File: config.mk
export PLATFORM = sky130hd
export DESIGN_NAME = stepper_speed_ramp_flat
export DESIGN_NICKNAME = d
export VERILOG_FILES = /design/src/rtl/core/ssr_pkg.sv /design/src/rtl/core/ssr_if.sv /design/src/rtl/core/ssr_div.sv /design/src/rtl/core/stepper_speed_ramp.sv /design/src/flat_wrapper.sv
export SDC_FILE = /design/constraint.sdc
export NUM_CORES = 1
export LEC_CHECK = 0
export BUFFER_PORTS_ARGS = -buffer_cell sky130_fd_sc_hd__buf_2
export CORE_MARGIN = 10
export CORE_UTILIZATION = 47
export DETAILED_ROUTE_END_ITERATION = 7
export GPL_ROUTABILITY_DRIVEN = 0
export MAX_ROUTING_LAYER = met4
export SETUP_SLACK_MARGIN = 0.2
export SYNTH_ARGS = -nofsm -noshare
export SYNTH_HDL_FRONTEND = slang
export SYNTH_HIERARCHICAL = 1
export SYNTH_SLANG_ARGS = --single-unit
File: constraint.sdc
create_clock -name clock -period 14.4 [get_ports clock]
set_input_delay 0 -clock clock [delete_from_list [all_inputs] [get_ports clock]]
set_output_delay 0 -clock clock [all_outputs]
set_load 0.02 [all_outputs]
File: src/rtl/core/ssr_pkg.sv
// Shared types and constants for the stepper speed ramp.
// No dependencies; compiled first.
`timescale 1ns / 1ps

package ssr_pkg;

   localparam int SPEED_W    = 16;
   localparam int RATE_W     = 20;
   localparam int REQ_W      = 3;
   localparam int CSR_IDX_W  = 2;
   localparam int CSR_DATA_W = RATE_W;

   localparam logic [SPEED_W-1:0] SET_SPEED_FLOOR = 16'd200;
   localparam logic [SPEED_W-1:0] MAX_SPEED_RST   = 16'd10000;
   localparam logic [RATE_W-1:0]  RATE_RST        = 20'd20000;

   typedef enum logic [REQ_W-1:0] {
      REQ_TICK      = 3'd0,
      REQ_ACCEL     = 3'd1,
      REQ_DECEL     = 3'd2,
      REQ_STOP      = 3'd3,
      REQ_SET_SPEED = 3'd4
   } req_code_type;

   typedef enum logic [CSR_IDX_W-1:0] {
      CSR_MAX_SPEED  = 2'd0,
      CSR_ACCEL_RATE = 2'd1,
      CSR_DECEL_RATE = 2'd2
   } csr_index_type;

   typedef enum logic [1:0] {
      ST_IDLE,
      ST_DIV
   } ssr_state_type;

   // divider status toward the sequencer
   typedef struct packed {
      logic busy;
      logic done;
   } div_stat_type;

endpackage

File: src/rtl/core/ssr_if.sv
// Valid/ready channel interfaces for request and response transactions.
// Depends on ssr_pkg.
`timescale 1ns / 1ps

interface ssr_req_if;
   logic                         valid;
   logic                         ready;
   logic [ssr_pkg::REQ_W-1:0]    req_type;
   logic [ssr_pkg::SPEED_W-1:0]  speed_value;

   modport source (output valid, output req_type, output speed_value, input ready);
   modport sink   (input valid, input req_type, input speed_value, output ready);
endinterface

interface ssr_rsp_if;
   logic                         valid;
   logic                         ready;
   logic [ssr_pkg::SPEED_W-1:0]  speed;
   logic                         ramp_done;
   logic                         ramp_running;

   modport source (output valid, output speed, output ramp_done, output ramp_running,
                   input ready);
   modport sink   (input valid, input speed, input ramp_done, input ramp_running,
                   output ready);
endinterface

File: src/rtl/core/ssr_div.sv
// Iterative restoring divider: CLOCK_HZ / divisor, one quotient bit per cycle.
// Depends on ssr_pkg. Divisor zero yields an all-ones quotient.
`timescale 1ns / 1ps

module ssr_div #(
   parameter int CLOCK_HZ = 72000000
) (
   input  logic                         clock,
   input  logic                         reset,
   input  logic                         start,
   input  logic [ssr_pkg::RATE_W-1:0]   divisor,
   output ssr_pkg::div_stat_type        stat,
   output logic [ssr_pkg::SPEED_W-1:0]  quotient
);
   import ssr_pkg::*;

   localparam int DW  = $clog2(CLOCK_HZ + 1);
   localparam int CW  = $clog2(DW + 1);
   localparam logic [DW-1:0] DIVIDEND = DW'(CLOCK_HZ);
   localparam logic [CW-1:0] STEPS    = CW'(DW);

   logic              busy_ff, busy_in;
   logic              done_ff, done_in;
   logic              zero_ff, zero_in;
   logic [CW-1:0]     cnt_ff, cnt_in;
   logic [RATE_W-1:0] rem_ff, rem_in;
   logic [DW-1:0]     quo_ff, quo_in;
   logic [RATE_W-1:0] dvs_ff, dvs_in;
   logic [RATE_W:0]   trial;
   logic [RATE_W:0]   diff;

   assign trial = {rem_ff, quo_ff[DW-1]};
   assign diff  = trial - {1'b0, dvs_ff};

   always_comb begin
      busy_in = busy_ff;
      done_in = 1'b0;
      zero_in = zero_ff;
      cnt_in  = cnt_ff;
      rem_in  = rem_ff;
      quo_in  = quo_ff;
      dvs_in  = dvs_ff;
      if (start) begin
         busy_in = 1'b1;
         zero_in = (divisor == '0);
         cnt_in  = STEPS;
         rem_in  = '0;
         quo_in  = DIVIDEND;
         dvs_in  = divisor;
      end else if (busy_ff) begin
         // shared subtract/compare: one restoring step
         if (!diff[RATE_W]) begin
            rem_in = diff[RATE_W-1:0];
            quo_in = {quo_ff[DW-2:0], 1'b1};
         end else begin
            rem_in = trial[RATE_W-1:0];
            quo_in = {quo_ff[DW-2:0], 1'b0};
         end
         cnt_in = cnt_ff - 1'b1;
         if (cnt_ff == CW'(1)) begin
            busy_in = 1'b0;
            done_in = 1'b1;
         end
      end
   end

   always_ff @(posedge clock) begin
      if (reset) begin
         busy_ff <= 1'b0;
         done_ff <= 1'b0;
         cnt_ff  <= '0;
      end else begin
         busy_ff <= busy_in;
         done_ff <= done_in;
         cnt_ff  <= cnt_in;
      end
      zero_ff <= zero_in;
      rem_ff  <= rem_in;
      quo_ff  <= quo_in;
      dvs_ff  <= dvs_in;
   end

   assign stat     = '{busy: busy_ff, done: done_ff};
   // zero divisor saturates
   assign quotient = zero_ff ? '1 : quo_ff[SPEED_W-1:0];

endmodule

File: src/rtl/core/stepper_speed_ramp.sv
// Stepper speed ramp top level: sequencer, ramp state, config regs, response register.
// Depends on ssr_pkg, ssr_if (ssr_req_if, ssr_rsp_if) and ssr_div.
//
//   channel   dir   handshake       payload
//   req_if    in    valid/ready     req_type[2:0], speed_value[15:0]
//   rsp_if    out   valid/ready     speed[15:0], ramp_done, ramp_running
//   csr_*     in    write enable    csr_index[1:0], csr_wdata[19:0]
//
// Tick, stop, set speed and unknown codes are answered straight from the idle state; a
// ramp start waits in the divide state for the one-bit-per-cycle prescale divider.
// Synchronous active-high reset, no clearing pass. req_if.ready drops while a start
// divides and while an unread response sits in the output register.
`timescale 1ns / 1ps

module stepper_speed_ramp #(
   parameter int CLOCK_HZ  = 72000000,
   parameter int MIN_SPEED = 200
) (
   input  logic                            clock,
   input  logic                            reset,
   ssr_req_if.sink                         req_if,
   ssr_rsp_if.source                       rsp_if,
   input  logic                            csr_write_en,
   input  logic [ssr_pkg::CSR_IDX_W-1:0]   csr_index,
   input  logic [ssr_pkg::CSR_DATA_W-1:0]  csr_wdata
);
   import ssr_pkg::*;

   localparam logic [SPEED_W-1:0] MIN_SPEED_V = SPEED_W'(MIN_SPEED);

   // config registers
   logic [SPEED_W-1:0] max_speed_ff;
   logic [RATE_W-1:0]  accel_rate_ff;
   logic [RATE_W-1:0]  decel_rate_ff;

   // ramp state
   logic               decel_mode_ff, decel_mode_in;
   logic               running_ff, running_in;
   logic               done_ff, done_in;
   logic [SPEED_W-1:0] ramp_count_ff, ramp_count_in;
   logic [SPEED_W-1:0] ramp_top_ff, ramp_top_in;
   logic [SPEED_W-1:0] prescale_value_ff, prescale_value_in;
   logic [SPEED_W-1:0] prescale_count_ff, prescale_count_in;

   // sequencer
   ssr_state_type      state_ff, state_in;
   logic               pend_decel_ff, pend_decel_in;   // ramp kind held over the divide

   // response register
   logic               rsp_valid_ff, rsp_valid_in;
   logic [SPEED_W-1:0] rsp_speed_ff, rsp_speed_in;
   logic               rsp_done_ff;
   logic               rsp_running_ff;

   logic               accept;
   logic               is_start;
   logic               div_start;
   logic               load_rsp;
   logic [RATE_W-1:0]  div_divisor;
   div_stat_type       div_stat;
   logic [SPEED_W-1:0] div_quotient;
   logic [SPEED_W-1:0] spd_sel;

   // ---------------------------------------------------------------- handshake
   assign req_if.ready = (state_ff == ST_IDLE) && (!rsp_valid_ff || rsp_if.ready);
   assign accept       = req_if.valid && req_if.ready;
   assign is_start     = (req_if.req_type == REQ_ACCEL) || (req_if.req_type == REQ_DECEL);

   // ---------------------------------------------------------------- next state
   always_comb begin
      state_in = state_ff;
      unique case (state_ff)
         ST_IDLE: begin
            if (accept && is_start) state_in = ST_DIV;
         end
         ST_DIV: begin
            if (div_stat.done) state_in = ST_IDLE;
         end
         default: state_in = ST_IDLE;
      endcase
   end

   // ---------------------------------------------------------------- sequencer outputs
   always_comb begin
      div_start = 1'b0;
      load_rsp  = 1'b0;
      unique case (state_ff)
         ST_IDLE: begin
            div_start = accept && is_start;
            load_rsp  = accept && !is_start;
         end
         ST_DIV: begin
            load_rsp = div_stat.done;
         end
         default: ;
      endcase
   end

   assign div_divisor = (req_if.req_type == REQ_DECEL) ? decel_rate_ff : accel_rate_ff;

   ssr_div #(
      .CLOCK_HZ (CLOCK_HZ)
   ) u_div (
      .clock    (clock),
      .reset    (reset),
      .start    (div_start),
      .divisor  (div_divisor),
      .stat     (div_stat),
      .quotient (div_quotient)
   );

   // ---------------------------------------------------------------- ramp update
   always_comb begin
      decel_mode_in     = decel_mode_ff;
      running_in        = running_ff;
      done_in           = done_ff;
      ramp_count_in     = ramp_count_ff;
      ramp_top_in       = ramp_top_ff;
      prescale_value_in = prescale_value_ff;
      prescale_count_in = prescale_count_ff;
      pend_decel_in     = pend_decel_ff;

      if (state_ff == ST_DIV) begin
         // ramp start lands once the prescale quotient is ready
         if (div_stat.done) begin
            decel_mode_in     = pend_decel_ff;
            done_in           = 1'b0;
            running_in        = 1'b1;
            prescale_value_in = div_quotient;
            prescale_count_in = '0;
            if (pend_decel_ff) begin
               ramp_top_in   = max_speed_ff - MIN_SPEED_V;
               ramp_count_in = max_speed_ff - ramp_count_ff;
            end else begin
               ramp_top_in   = max_speed_ff;
               ramp_count_in = MIN_SPEED_V;
            end
         end
      end else if (accept) begin
         unique case (req_if.req_type)
            REQ_TICK: begin
               if (running_ff) begin
                  if (prescale_count_ff >= prescale_value_ff) begin
                     prescale_count_in = '0;
                     // count at or past top ends the ramp, no wrap
                     if (ramp_count_ff >= ramp_top_ff) begin
                        done_in       = 1'b1;
                        ramp_count_in = ramp_top_ff;
                        running_in    = 1'b0;
                     end else begin
                        ramp_count_in = ramp_count_ff + 1'b1;
                     end
                  end else begin
                     prescale_count_in = prescale_count_ff + 1'b1;
                  end
               end
            end
            REQ_ACCEL:     pend_decel_in = 1'b0;
            REQ_DECEL:     pend_decel_in = 1'b1;
            REQ_STOP:      running_in    = 1'b0;
            REQ_SET_SPEED: begin
               ramp_count_in = (req_if.speed_value < SET_SPEED_FLOOR) ?
                               SET_SPEED_FLOOR : req_if.speed_value;
            end
            default: ;   // unknown codes only report status
         endcase
      end
   end

   // reported speed: held top once done, complemented against max speed in decel
   assign spd_sel      = done_in ? ramp_top_in : ramp_count_in;
   assign rsp_speed_in = decel_mode_in ? (max_speed_ff - spd_sel) : spd_sel;

   always_comb begin
      rsp_valid_in = rsp_valid_ff;
      if (load_rsp)          rsp_valid_in = 1'b1;
      else if (rsp_if.ready) rsp_valid_in = 1'b0;
   end

   // ---------------------------------------------------------------- registers
   always_ff @(posedge clock) begin
      if (reset) begin
         max_speed_ff      <= MAX_SPEED_RST;
         accel_rate_ff     <= RATE_RST;
         decel_rate_ff     <= RATE_RST;
         decel_mode_ff     <= 1'b0;
         running_ff        <= 1'b0;
         done_ff           <= 1'b0;
         ramp_count_ff     <= '0;
         ramp_top_ff       <= '1;
         prescale_value_ff <= '1;
         prescale_count_ff <= '0;
         state_ff          <= ST_IDLE;
         rsp_valid_ff      <= 1'b0;
      end else begin
         if (csr_write_en) begin
            unique case (csr_index)
               CSR_MAX_SPEED:  max_speed_ff  <= csr_wdata[SPEED_W-1:0];
               CSR_ACCEL_RATE: accel_rate_ff <= csr_wdata;
               CSR_DECEL_RATE: decel_rate_ff <= csr_wdata;
               default: ;
            endcase
         end
         decel_mode_ff     <= decel_mode_in;
         running_ff        <= running_in;
         done_ff           <= done_in;
         ramp_count_ff     <= ramp_count_in;
         ramp_top_ff       <= ramp_top_in;
         prescale_value_ff <= prescale_value_in;
         prescale_count_ff <= prescale_count_in;
         state_ff          <= state_in;
         rsp_valid_ff      <= rsp_valid_in;
      end
      pend_decel_ff <= pend_decel_in;
      if (load_rsp) begin
         rsp_speed_ff   <= rsp_speed_in;
         rsp_done_ff    <= done_in;
         rsp_running_ff <= running_in;
      end
   end

   assign rsp_if.valid        = rsp_valid_ff;
   assign rsp_if.speed        = rsp_speed_ff;
   assign rsp_if.ramp_done    = rsp_done_ff;
   assign rsp_if.ramp_running = rsp_running_ff;

   // ---------------------------------------------------------------- assertions
`ifndef ASSERT_OFF
   a_done_excl_run: assert property (@(posedge clock) disable iff (reset)
      !(done_ff && running_ff))
      else $error("ramp done and running both set");

   a_presc_bound: assert property (@(posedge clock) disable iff (reset)
      prescale_count_ff <= prescale_value_ff)
      else $error("prescale count passed prescale value");

   a_div_done_in_div: assert property (@(posedge clock) disable iff (reset)
      div_stat.done |-> (state_ff == ST_DIV))
      else $error("divider finished outside divide state");

   a_start_no_rsp: assert property (@(posedge clock) disable iff (reset)
      (accept && is_start) |=> (!rsp_valid_ff && div_stat.busy))
      else $error("start transaction did not launch divider cleanly");
`endif

endmodule
File: src/flat_wrapper.sv
// flat-port wrapper written by rule: the top's interface ports become plain ports
module stepper_speed_ramp_flat import ssr_pkg::*;
#(
   parameter int CLOCK_HZ  = 72000000,
   parameter int MIN_SPEED = 200
)
  (clock, reset, csr_write_en, csr_index, csr_wdata, req_if_valid, req_if_req_type, req_if_speed_value, req_if_ready, rsp_if_valid, rsp_if_speed, rsp_if_ramp_done, rsp_if_ramp_running, rsp_if_ready);
  ssr_req_if req_if_i ();
  ssr_rsp_if rsp_if_i ();
  input  logic clock;
  input  logic reset;
  input  logic csr_write_en;
  input  logic [ssr_pkg::CSR_IDX_W-1:0] csr_index;
  input  logic [ssr_pkg::CSR_DATA_W-1:0] csr_wdata;
  input wire logic [$bits(req_if_i.valid)-1:0] req_if_valid;
  input wire logic [$bits(req_if_i.req_type)-1:0] req_if_req_type;
  input wire logic [$bits(req_if_i.speed_value)-1:0] req_if_speed_value;
  output wire logic [$bits(req_if_i.ready)-1:0] req_if_ready;
  output wire logic [$bits(rsp_if_i.valid)-1:0] rsp_if_valid;
  output wire logic [$bits(rsp_if_i.speed)-1:0] rsp_if_speed;
  output wire logic [$bits(rsp_if_i.ramp_done)-1:0] rsp_if_ramp_done;
  output wire logic [$bits(rsp_if_i.ramp_running)-1:0] rsp_if_ramp_running;
  input wire logic [$bits(rsp_if_i.ready)-1:0] rsp_if_ready;
  assign req_if_i.valid = req_if_valid;
  assign req_if_i.req_type = req_if_req_type;
  assign req_if_i.speed_value = req_if_speed_value;
  assign req_if_ready = req_if_i.ready;
  assign rsp_if_valid = rsp_if_i.valid;
  assign rsp_if_speed = rsp_if_i.speed;
  assign rsp_if_ramp_done = rsp_if_i.ramp_done;
  assign rsp_if_ramp_running = rsp_if_i.ramp_running;
  assign rsp_if_i.ready = rsp_if_ready;
  stepper_speed_ramp #(.CLOCK_HZ(CLOCK_HZ), .MIN_SPEED(MIN_SPEED)) u_core (.clock(clock), .reset(reset), .req_if(req_if_i), .rsp_if(rsp_if_i), .csr_write_en(csr_write_en), .csr_index(csr_index), .csr_wdata(csr_wdata));
endmodule
After elaboration in Yosys (flattened, before gate mapping)
Cells that the tools add are included.
{"block": "word_totals", "register_bits": 220, "inputBits": 46, "wordCells": 127, "output_inout_bits": 20}
{"block": "classes", "n_bitwise": 2, "mux": 54, "addsub": 7, "reduce_logical": 27, "order_cmp": 3, "n_eq_ne": 10}
{"op": "two-way mux 16 bit", "n": 20}
{"op": "two-way mux 20 bit", "n": 2}
{"op": "adder 16 x 1 -> 16 bit, second input constant", "n": 2}
{"op": "greater-or-equal comparator 16 bit", "n": 2}
{"op": "one-hot mux 16 bit (2 select lines)", "n": 1}
{"op": "subtractor 16 bit", "n": 2}
{"op": "two-way mux 1 bit", "n": 23}
{"op": "subtractor 21 x 20 -> 21 bit", "n": 1}
{"op": "logical NOT 20 bit", "n": 1}
{"op": "< comparator 16 x 8 -> 1 bit, second input constant", "n": 1}
{"op": "subtractor 16 x 8 -> 16 bit, second input constant", "n": 1}
{"op": "nonzero test 2 bit", "n": 6}
{"op": "two-way mux 5 bit", "n": 2}
{"op": "AND reduction 2 bit", "n": 5}
{"op": "== test 3 x 2 -> 1 bit, second input constant", "n": 2}
{"op": "one-hot mux 1 bit (2 select lines)", "n": 3}
{"op": "== test 5 x 1 -> 1 bit, second input constant", "n": 1}
{"op": "subtractor 5 x 1 -> 5 bit, second input constant", "n": 1}
{"op": "== test 2 x 1 -> 1 bit, second input constant", "n": 2}
{"op": "logical AND 1 bit", "n": 4}
{"op": "logical NOT 2 bit", "n": 2}
{"op": "two-way mux 2 bit", "n": 2}
{"op": "!= test 2 bit, second input constant", "n": 2}
{"op": "one-hot mux 2 bit (2 select lines)", "n": 1}
{"op": "11 further kinds", "n": 14}

Logic depth before layout (Yosys ltp)
{"block": "depth", "word_depth": 10, "mapped_depth": 23, "mapped_depth_nobuf": 23}

Cells and area by module
The synthesis kept the hierarchy.
{"mod": "stepper_speed_ramp", "cells_per_inst": 1201, "area_per_inst_um2": 9355.2, "instances": 1}
{"mod": "ssr_div", "cells_per_inst": 424, "area_per_inst_um2": 4028.9, "instances": 1}

Least setup slack after synthesis
Ideal clock, no wire load.
{"block": "synth_path", "kind": "reg2reg", "start": "reg u_core.prescale_value_ff[9]", "end": "reg u_core.rsp_speed_ff[14], in the netlist u_core/rsp_if.speed[14] (data pin)", "setup_time_ps": 271, "path_stages_with_launch": 23, "period_less_slack_ps": 4995, "arrival_time_ps": 4725, "path_slack_ps": 9405, "t_required_ps": 14129, "cell_sequence": "dfxtp_1 > inv_1 > ha_1 > nand4_1 > or3_1 > o32ai_1 > o211ai_2 > or3b_1 > a31oi_1 > o221ai_1 > a31oi_1 > ha_1 > inv_1 > fa_1 > a21o_1 > a21oi_1 > o21ai_0 > a21oi_1 > o21ai_0 > o41ai_1 > o21ai_0 > xnor2_1 > o21ai_0"}
{"block": "synth_between", "elab_chain_len": 9, "word_cells_on_any_way": 14, "cone_classes": "add/sub: 1; order compare: 1; mux: 12"}
{"item": "from (decl)", "line_no": "stepper_speed_ramp.sv:42", "source": "logic [SPEED_W-1:0] prescale_value_ff, prescale_value_in;"}
{"item": "from (signal assigned)", "line_no": "stepper_speed_ramp.sv:209", "source": "prescale_value_ff <= prescale_value_in;"}
{"item": "greater-or-equal comparator 16 bit *", "line_no": "stepper_speed_ramp.sv:143", "source": "if (prescale_count_ff >= prescale_value_ff) begin"}
{"item": "two-way mux 16 bit or two-way mux 1 bit (tied branches)", "line_no": "stepper_speed_ramp.sv:143"}
{"item": "two-way mux 16 bit or two-way mux 1 bit (tied branches)", "line_no": "stepper_speed_ramp.sv:142", "source": "if (running_ff) begin"}
{"item": "one-hot mux 16 bit (2 select lines) or two-way mux 1 bit (tied branches)", "line_no": "stepper_speed_ramp.sv:140", "source": "unique case (req_if.req_type)"}
{"item": "two-way mux 16 bit or two-way mux 1 bit (tied branches)", "line_no": "stepper_speed_ramp.sv:139", "source": "end else if (accept) begin"}
{"item": "two-way mux 16 bit or two-way mux 1 bit (tied branches)", "line_no": "stepper_speed_ramp.sv:123", "source": "if (state_ff == ST_DIV) begin"}
{"item": "two-way mux 16 bit *", "line_no": "stepper_speed_ramp.sv:171", "source": "assign spd_sel = done_in ? ramp_top_in : ramp_count_in;"}
{"item": "subtractor 16 bit", "line_no": "stepper_speed_ramp.sv:172", "source": "assign rsp_speed_in = decel_mode_in ? (max_speed_ff - spd_sel) : spd_sel;"}
{"item": "two-way mux 16 bit *", "line_no": "stepper_speed_ramp.sv:172"}
{"item": "net u_core.rsp_speed_in[14]", "line_no": "stepper_speed_ramp.sv:51", "source": "logic [SPEED_W-1:0] rsp_speed_ff, rsp_speed_in;"}
{"item": "to (signal assigned)", "line_no": "stepper_speed_ramp.sv:216", "source": "rsp_speed_ff <= rsp_speed_in;"}
{"item": "to (decl)", "line_no": "stepper_speed_ramp.sv:51"}
Mark *: on every way through the listed nets, which the timed path passes. The rest lies on a longest branch.
A chain may end at the register's enable or synchronous reset.

Worst setup path after layout
{"block": "layout_path", "start": "reg u_core.prescale_count_ff[0]", "end": "reg u_core.rsp_speed_ff[14], in the netlist u_core/rsp_if.speed[14] (data pin)"}
{"block": "layout_between", "elab_chain_len": 9, "word_cells_on_any_way": 14, "cone_classes": "add/sub: 1; order compare: 1; mux: 12"}
{"item": "from (decl)", "line_no": "stepper_speed_ramp.sv:43", "source": "logic [SPEED_W-1:0] prescale_count_ff, prescale_count_in;"}
{"item": "from (signal assigned)", "line_no": "stepper_speed_ramp.sv:210", "source": "prescale_count_ff <= prescale_count_in;"}
{"item": "greater-or-equal comparator 16 bit *", "line_no": "stepper_speed_ramp.sv:143"}
{"item": "two-way mux 16 bit or two-way mux 1 bit (tied branches)", "line_no": "stepper_speed_ramp.sv:143"}
{"item": "two-way mux 16 bit or two-way mux 1 bit (tied branches)", "line_no": "stepper_speed_ramp.sv:142"}
{"item": "one-hot mux 16 bit (2 select lines) or two-way mux 1 bit (tied branches)", "line_no": "stepper_speed_ramp.sv:140"}
{"item": "two-way mux 16 bit or two-way mux 1 bit (tied branches)", "line_no": "stepper_speed_ramp.sv:139"}
{"item": "two-way mux 16 bit or two-way mux 1 bit (tied branches)", "line_no": "stepper_speed_ramp.sv:123"}
{"item": "two-way mux 16 bit *", "line_no": "stepper_speed_ramp.sv:171"}
{"item": "subtractor 16 bit", "line_no": "stepper_speed_ramp.sv:172"}
{"item": "two-way mux 16 bit *", "line_no": "stepper_speed_ramp.sv:172"}
{"item": "net u_core.rsp_speed_in[14]", "line_no": "stepper_speed_ramp.sv:51"}
Marked as above.

==> results list <==
- After the last flow step, the layout net total stands at 1814.
- From synthesis to final layout, the design area changed by 12.9%.
- After clock tree synthesis, the clock-pin slew on the worst setup and hold paths is 60 ps.
* Peak fanout along the critical path: 24
* Setup Buffers After CTS: 0
- GRT overflow: 0
- Measured along the y axis, the die boundary spans 189 µm.
- Setup violations remaining at the end of the flow were counted as 0.
* Multi-input gate area in the final layout: 7940 µm²
* Clock sink total: 219
* Share of the cycle needed by the critical path after routing: 44.1%
* Min-delay worst type: in -> reg
- DP Wirelength: 26600 µm
- Setup repair after global routing left no endpoint under its margin.
- Post-DR wirelength/cell: 18.2 µm
- Final-layout worst hold slack: 23.8 ps
- After the first detailed-routing iteration, the DRC count stood at 1105.
- Netlist Area Pre-Place: 13400 µm²
* Clock buffer count from CTS: 25
- The first global-routing pass estimated 61700 µm of wire.
* Count of unresolved DRC violations after routing: 0
* Max-cap violations: 0
* Total global routing track utilization: 21.4%
* Class of the most critical setup path: reg -> reg
- Category of the worst setup path launch point: flip-flop
* Length in cells of the worst reg-to-reg path: 24
* Net count after synthesis: 1760
* Rel. slew slack: 25.3%
- Share of cells above drive strength 1: 11.4%
- Die ar.: 35600 µm²
- Clock latency on the worst-skew pair, taken at its later pin, is 540 ps.
- Antenna violations before repair: 0
- Effective utilization at floorplan: 47.9%
- Setup total negative slack on the finished layout was measured at 0 ps.
* Routed via count: 11885
- Final max-slew violation count: 0
- Synthesis produced 1624 cells.
- Leaving out fill and tap cells, the most frequent cell in the layout is sky130_fd_sc_hd__nand2_1.
- TritonCTS built the clock tree.
* Depth of the critical timing path with buffers and inverters included: 24
- Std cell rows: 61
- Data on the critical path is required at its endpoint by 14660 ps.
- Final hold viol count: 0
* Leading cell types in the layout, fill and taps excluded: 249 x sky130_fd_sc_hd__nand2_1, 178 x sky130_fd_sc_hd__dfxtp_1, 144 x sky130_fd_sc_hd__nor2_1
- The count of cells in the finished layout, fillers not included, comes to 2075.
- Worst path buffer plus inverter count: 4
- Final critical delay including setup and external delays: 6350 ps
- The Yosys step of the flow raised 6 warnings.
- The flow ran to the end, and the final reports show no timing, DRC or antenna violations.
- Pwr dens: 127 nW/µm²
* Upper clock frequency limit: 158 MHz
* Total number of H-tree levels: 1
- Leakage power summed over all cells: 6.46 nW
* Number of optimization iterations in the first detailed-route pass: 5
- Slowest stage cell, crit path: sky130_fd_sc_hd__o21ai_2
- For the pin with the worst max-slew slack, the measured transition is 1120 ps.
- Cell type group with the largest total delay on the critical path: compound AO/OA/AOI/OAI gates
- Skew final: 14.8 ps
* Critical path endpoint category: flip-flop
* Avg Synthesized Cell Area: 8.24 µm²
* Ratio of routed vias to standard cells: 5.73
- The number of placed instances, taps included, is 1995.
- Core Region: 27900 µm²
* Crit path largest cell delay: 640 ps
* Pin count of the biggest net entering global routing: 105
* Total length of routed wires: 37800 µm
- The filler cells instantiated in the layout total 2681.
- The signal on the critical path passes through inv_1, ha_1, nand2b_1, a2111oi_0, o32ai_1, o21ai_2, nor2_1, a22oi_2, buf_4, inv_2, and2_1, a31oi_1, ha_1, inv_1, fa_1, a21o_1, a21oi_1, o21ai_0, a21oi_1, o21ai_0, o41ai_1, o21ai_0, xnor2_1, o21ai_0.
* Buffer depth of the longest clock path: 3
- The root buffer cell chosen for the clock tree is sky130_fd_sc_hd__clkbuf_16.
- Die W: 189 µm
- Depth of the worst hold-timing path: 5
- Most numerous cell on the critical path: sky130_fd_sc_hd__o21ai_0
- STA puts the critical path data arrival time at 6610 ps.
* Worst supply voltage drop on vdd: 0.0000778 V
- The count of buffers added on input and output ports is 65.
- Reg area: 4790 µm²
* Vias in the first global route: 11465
- The number of antenna diodes in the final layout is 0.
- IO Pins: 66
- The detail route stage leaves a number of antenna-violating nets equal to 0.
* Power Total: 0.00191 W
-- registers in the layout, summed over array words and instances (netlist names), 20 cells and up --
register	count
u_core/u_div/quo_ff	27
u_core/u_div/rem_ff	20
u_core/accel_rate_ff	20
u_core/u_div/dvs_ff	20
u_core/decel_rate_ff	20
-- where the power goes --
part | internal, W | leakage, nW | switching, W | total (W)
Combinational | 0.000224 | 4.23 | 0.000293 | 0.000517
Clock | 0.000378 | 0.398 | 0.000263 | 0.000641
Sequential | 0.000696 | 1.83 | 0.0000588 | 0.000754
Total | 0.00130 | 6.46 | 0.000614 | 0.00191
-- worst min-delay path: stages --
cell,delay [ps]
sky130_fd_sc_hd__buf_2,130
sky130_fd_sc_hd__a32oi_1,70
sky130_fd_sc_hd__o31a_1,150
sky130_fd_sc_hd__inv_1,70
sky130_fd_sc_hd__o21ba_2,110
-- repair_timing --
action / in CTS / in global routing
endpoints found under the setup margin: 0 / 0
resized for setup: 0 / 0
hold buffers: 34 / 0
endpoints found under the hold margin: 93 / 0
-- per-layer routing --
metal,wire length (µm),vias up,track usage [%]
li1,-,5850,-
met1,17800,5596,29.4
met2,16600,379,32.2
met3,2410,60,3.03
met4,948,0,5.77
met5,0,-,-
-- layout make-up --
class	instances	share of cell area (%)
sequential	219	31.7
tap	378	3.13
timing repair buffer	112	5.07
clock buffer	32	4.38
multi-input combinational	1232	52.6
inverter	88	2.19
clock inverter	14	0.978
-- final timing paths --
check	from	end	slack, ps
setup / recovery	u_core/prescale_count_ff[0]$_SDFFE_PP0P_	u_core/rsp_if.speed[14]$_DFFE_PP_	8050
hold / removal	req_if_speed_value[14]	u_core/ramp_count_ff[14]$_SDFF_PP0_	20
setup reg to reg	u_core/prescale_count_ff[0]$_SDFFE_PP0P_	u_core/rsp_if.speed[14]$_DFFE_PP_	8050
hold reg to reg	u_core/accel_rate_ff[2]$_SDFFE_PP0P_	u_core/accel_rate_ff[2]$_SDFFE_PP0P_	450
-- per-stage QoR --
step | area (µm²) | utilization [%] | worst slack [ps]
floorplan | 13400 | - | 9400
global placement | 14000 | 49.9 | 8280
detailed placement | 14000 | 49.9 | 8160
CTS | 15100 | 54.1 | 8090
global route | 15100 | 54.1 | 7530
finish | 15100 | 54.1 | 8050
Power figures use the tool's default switching activity.
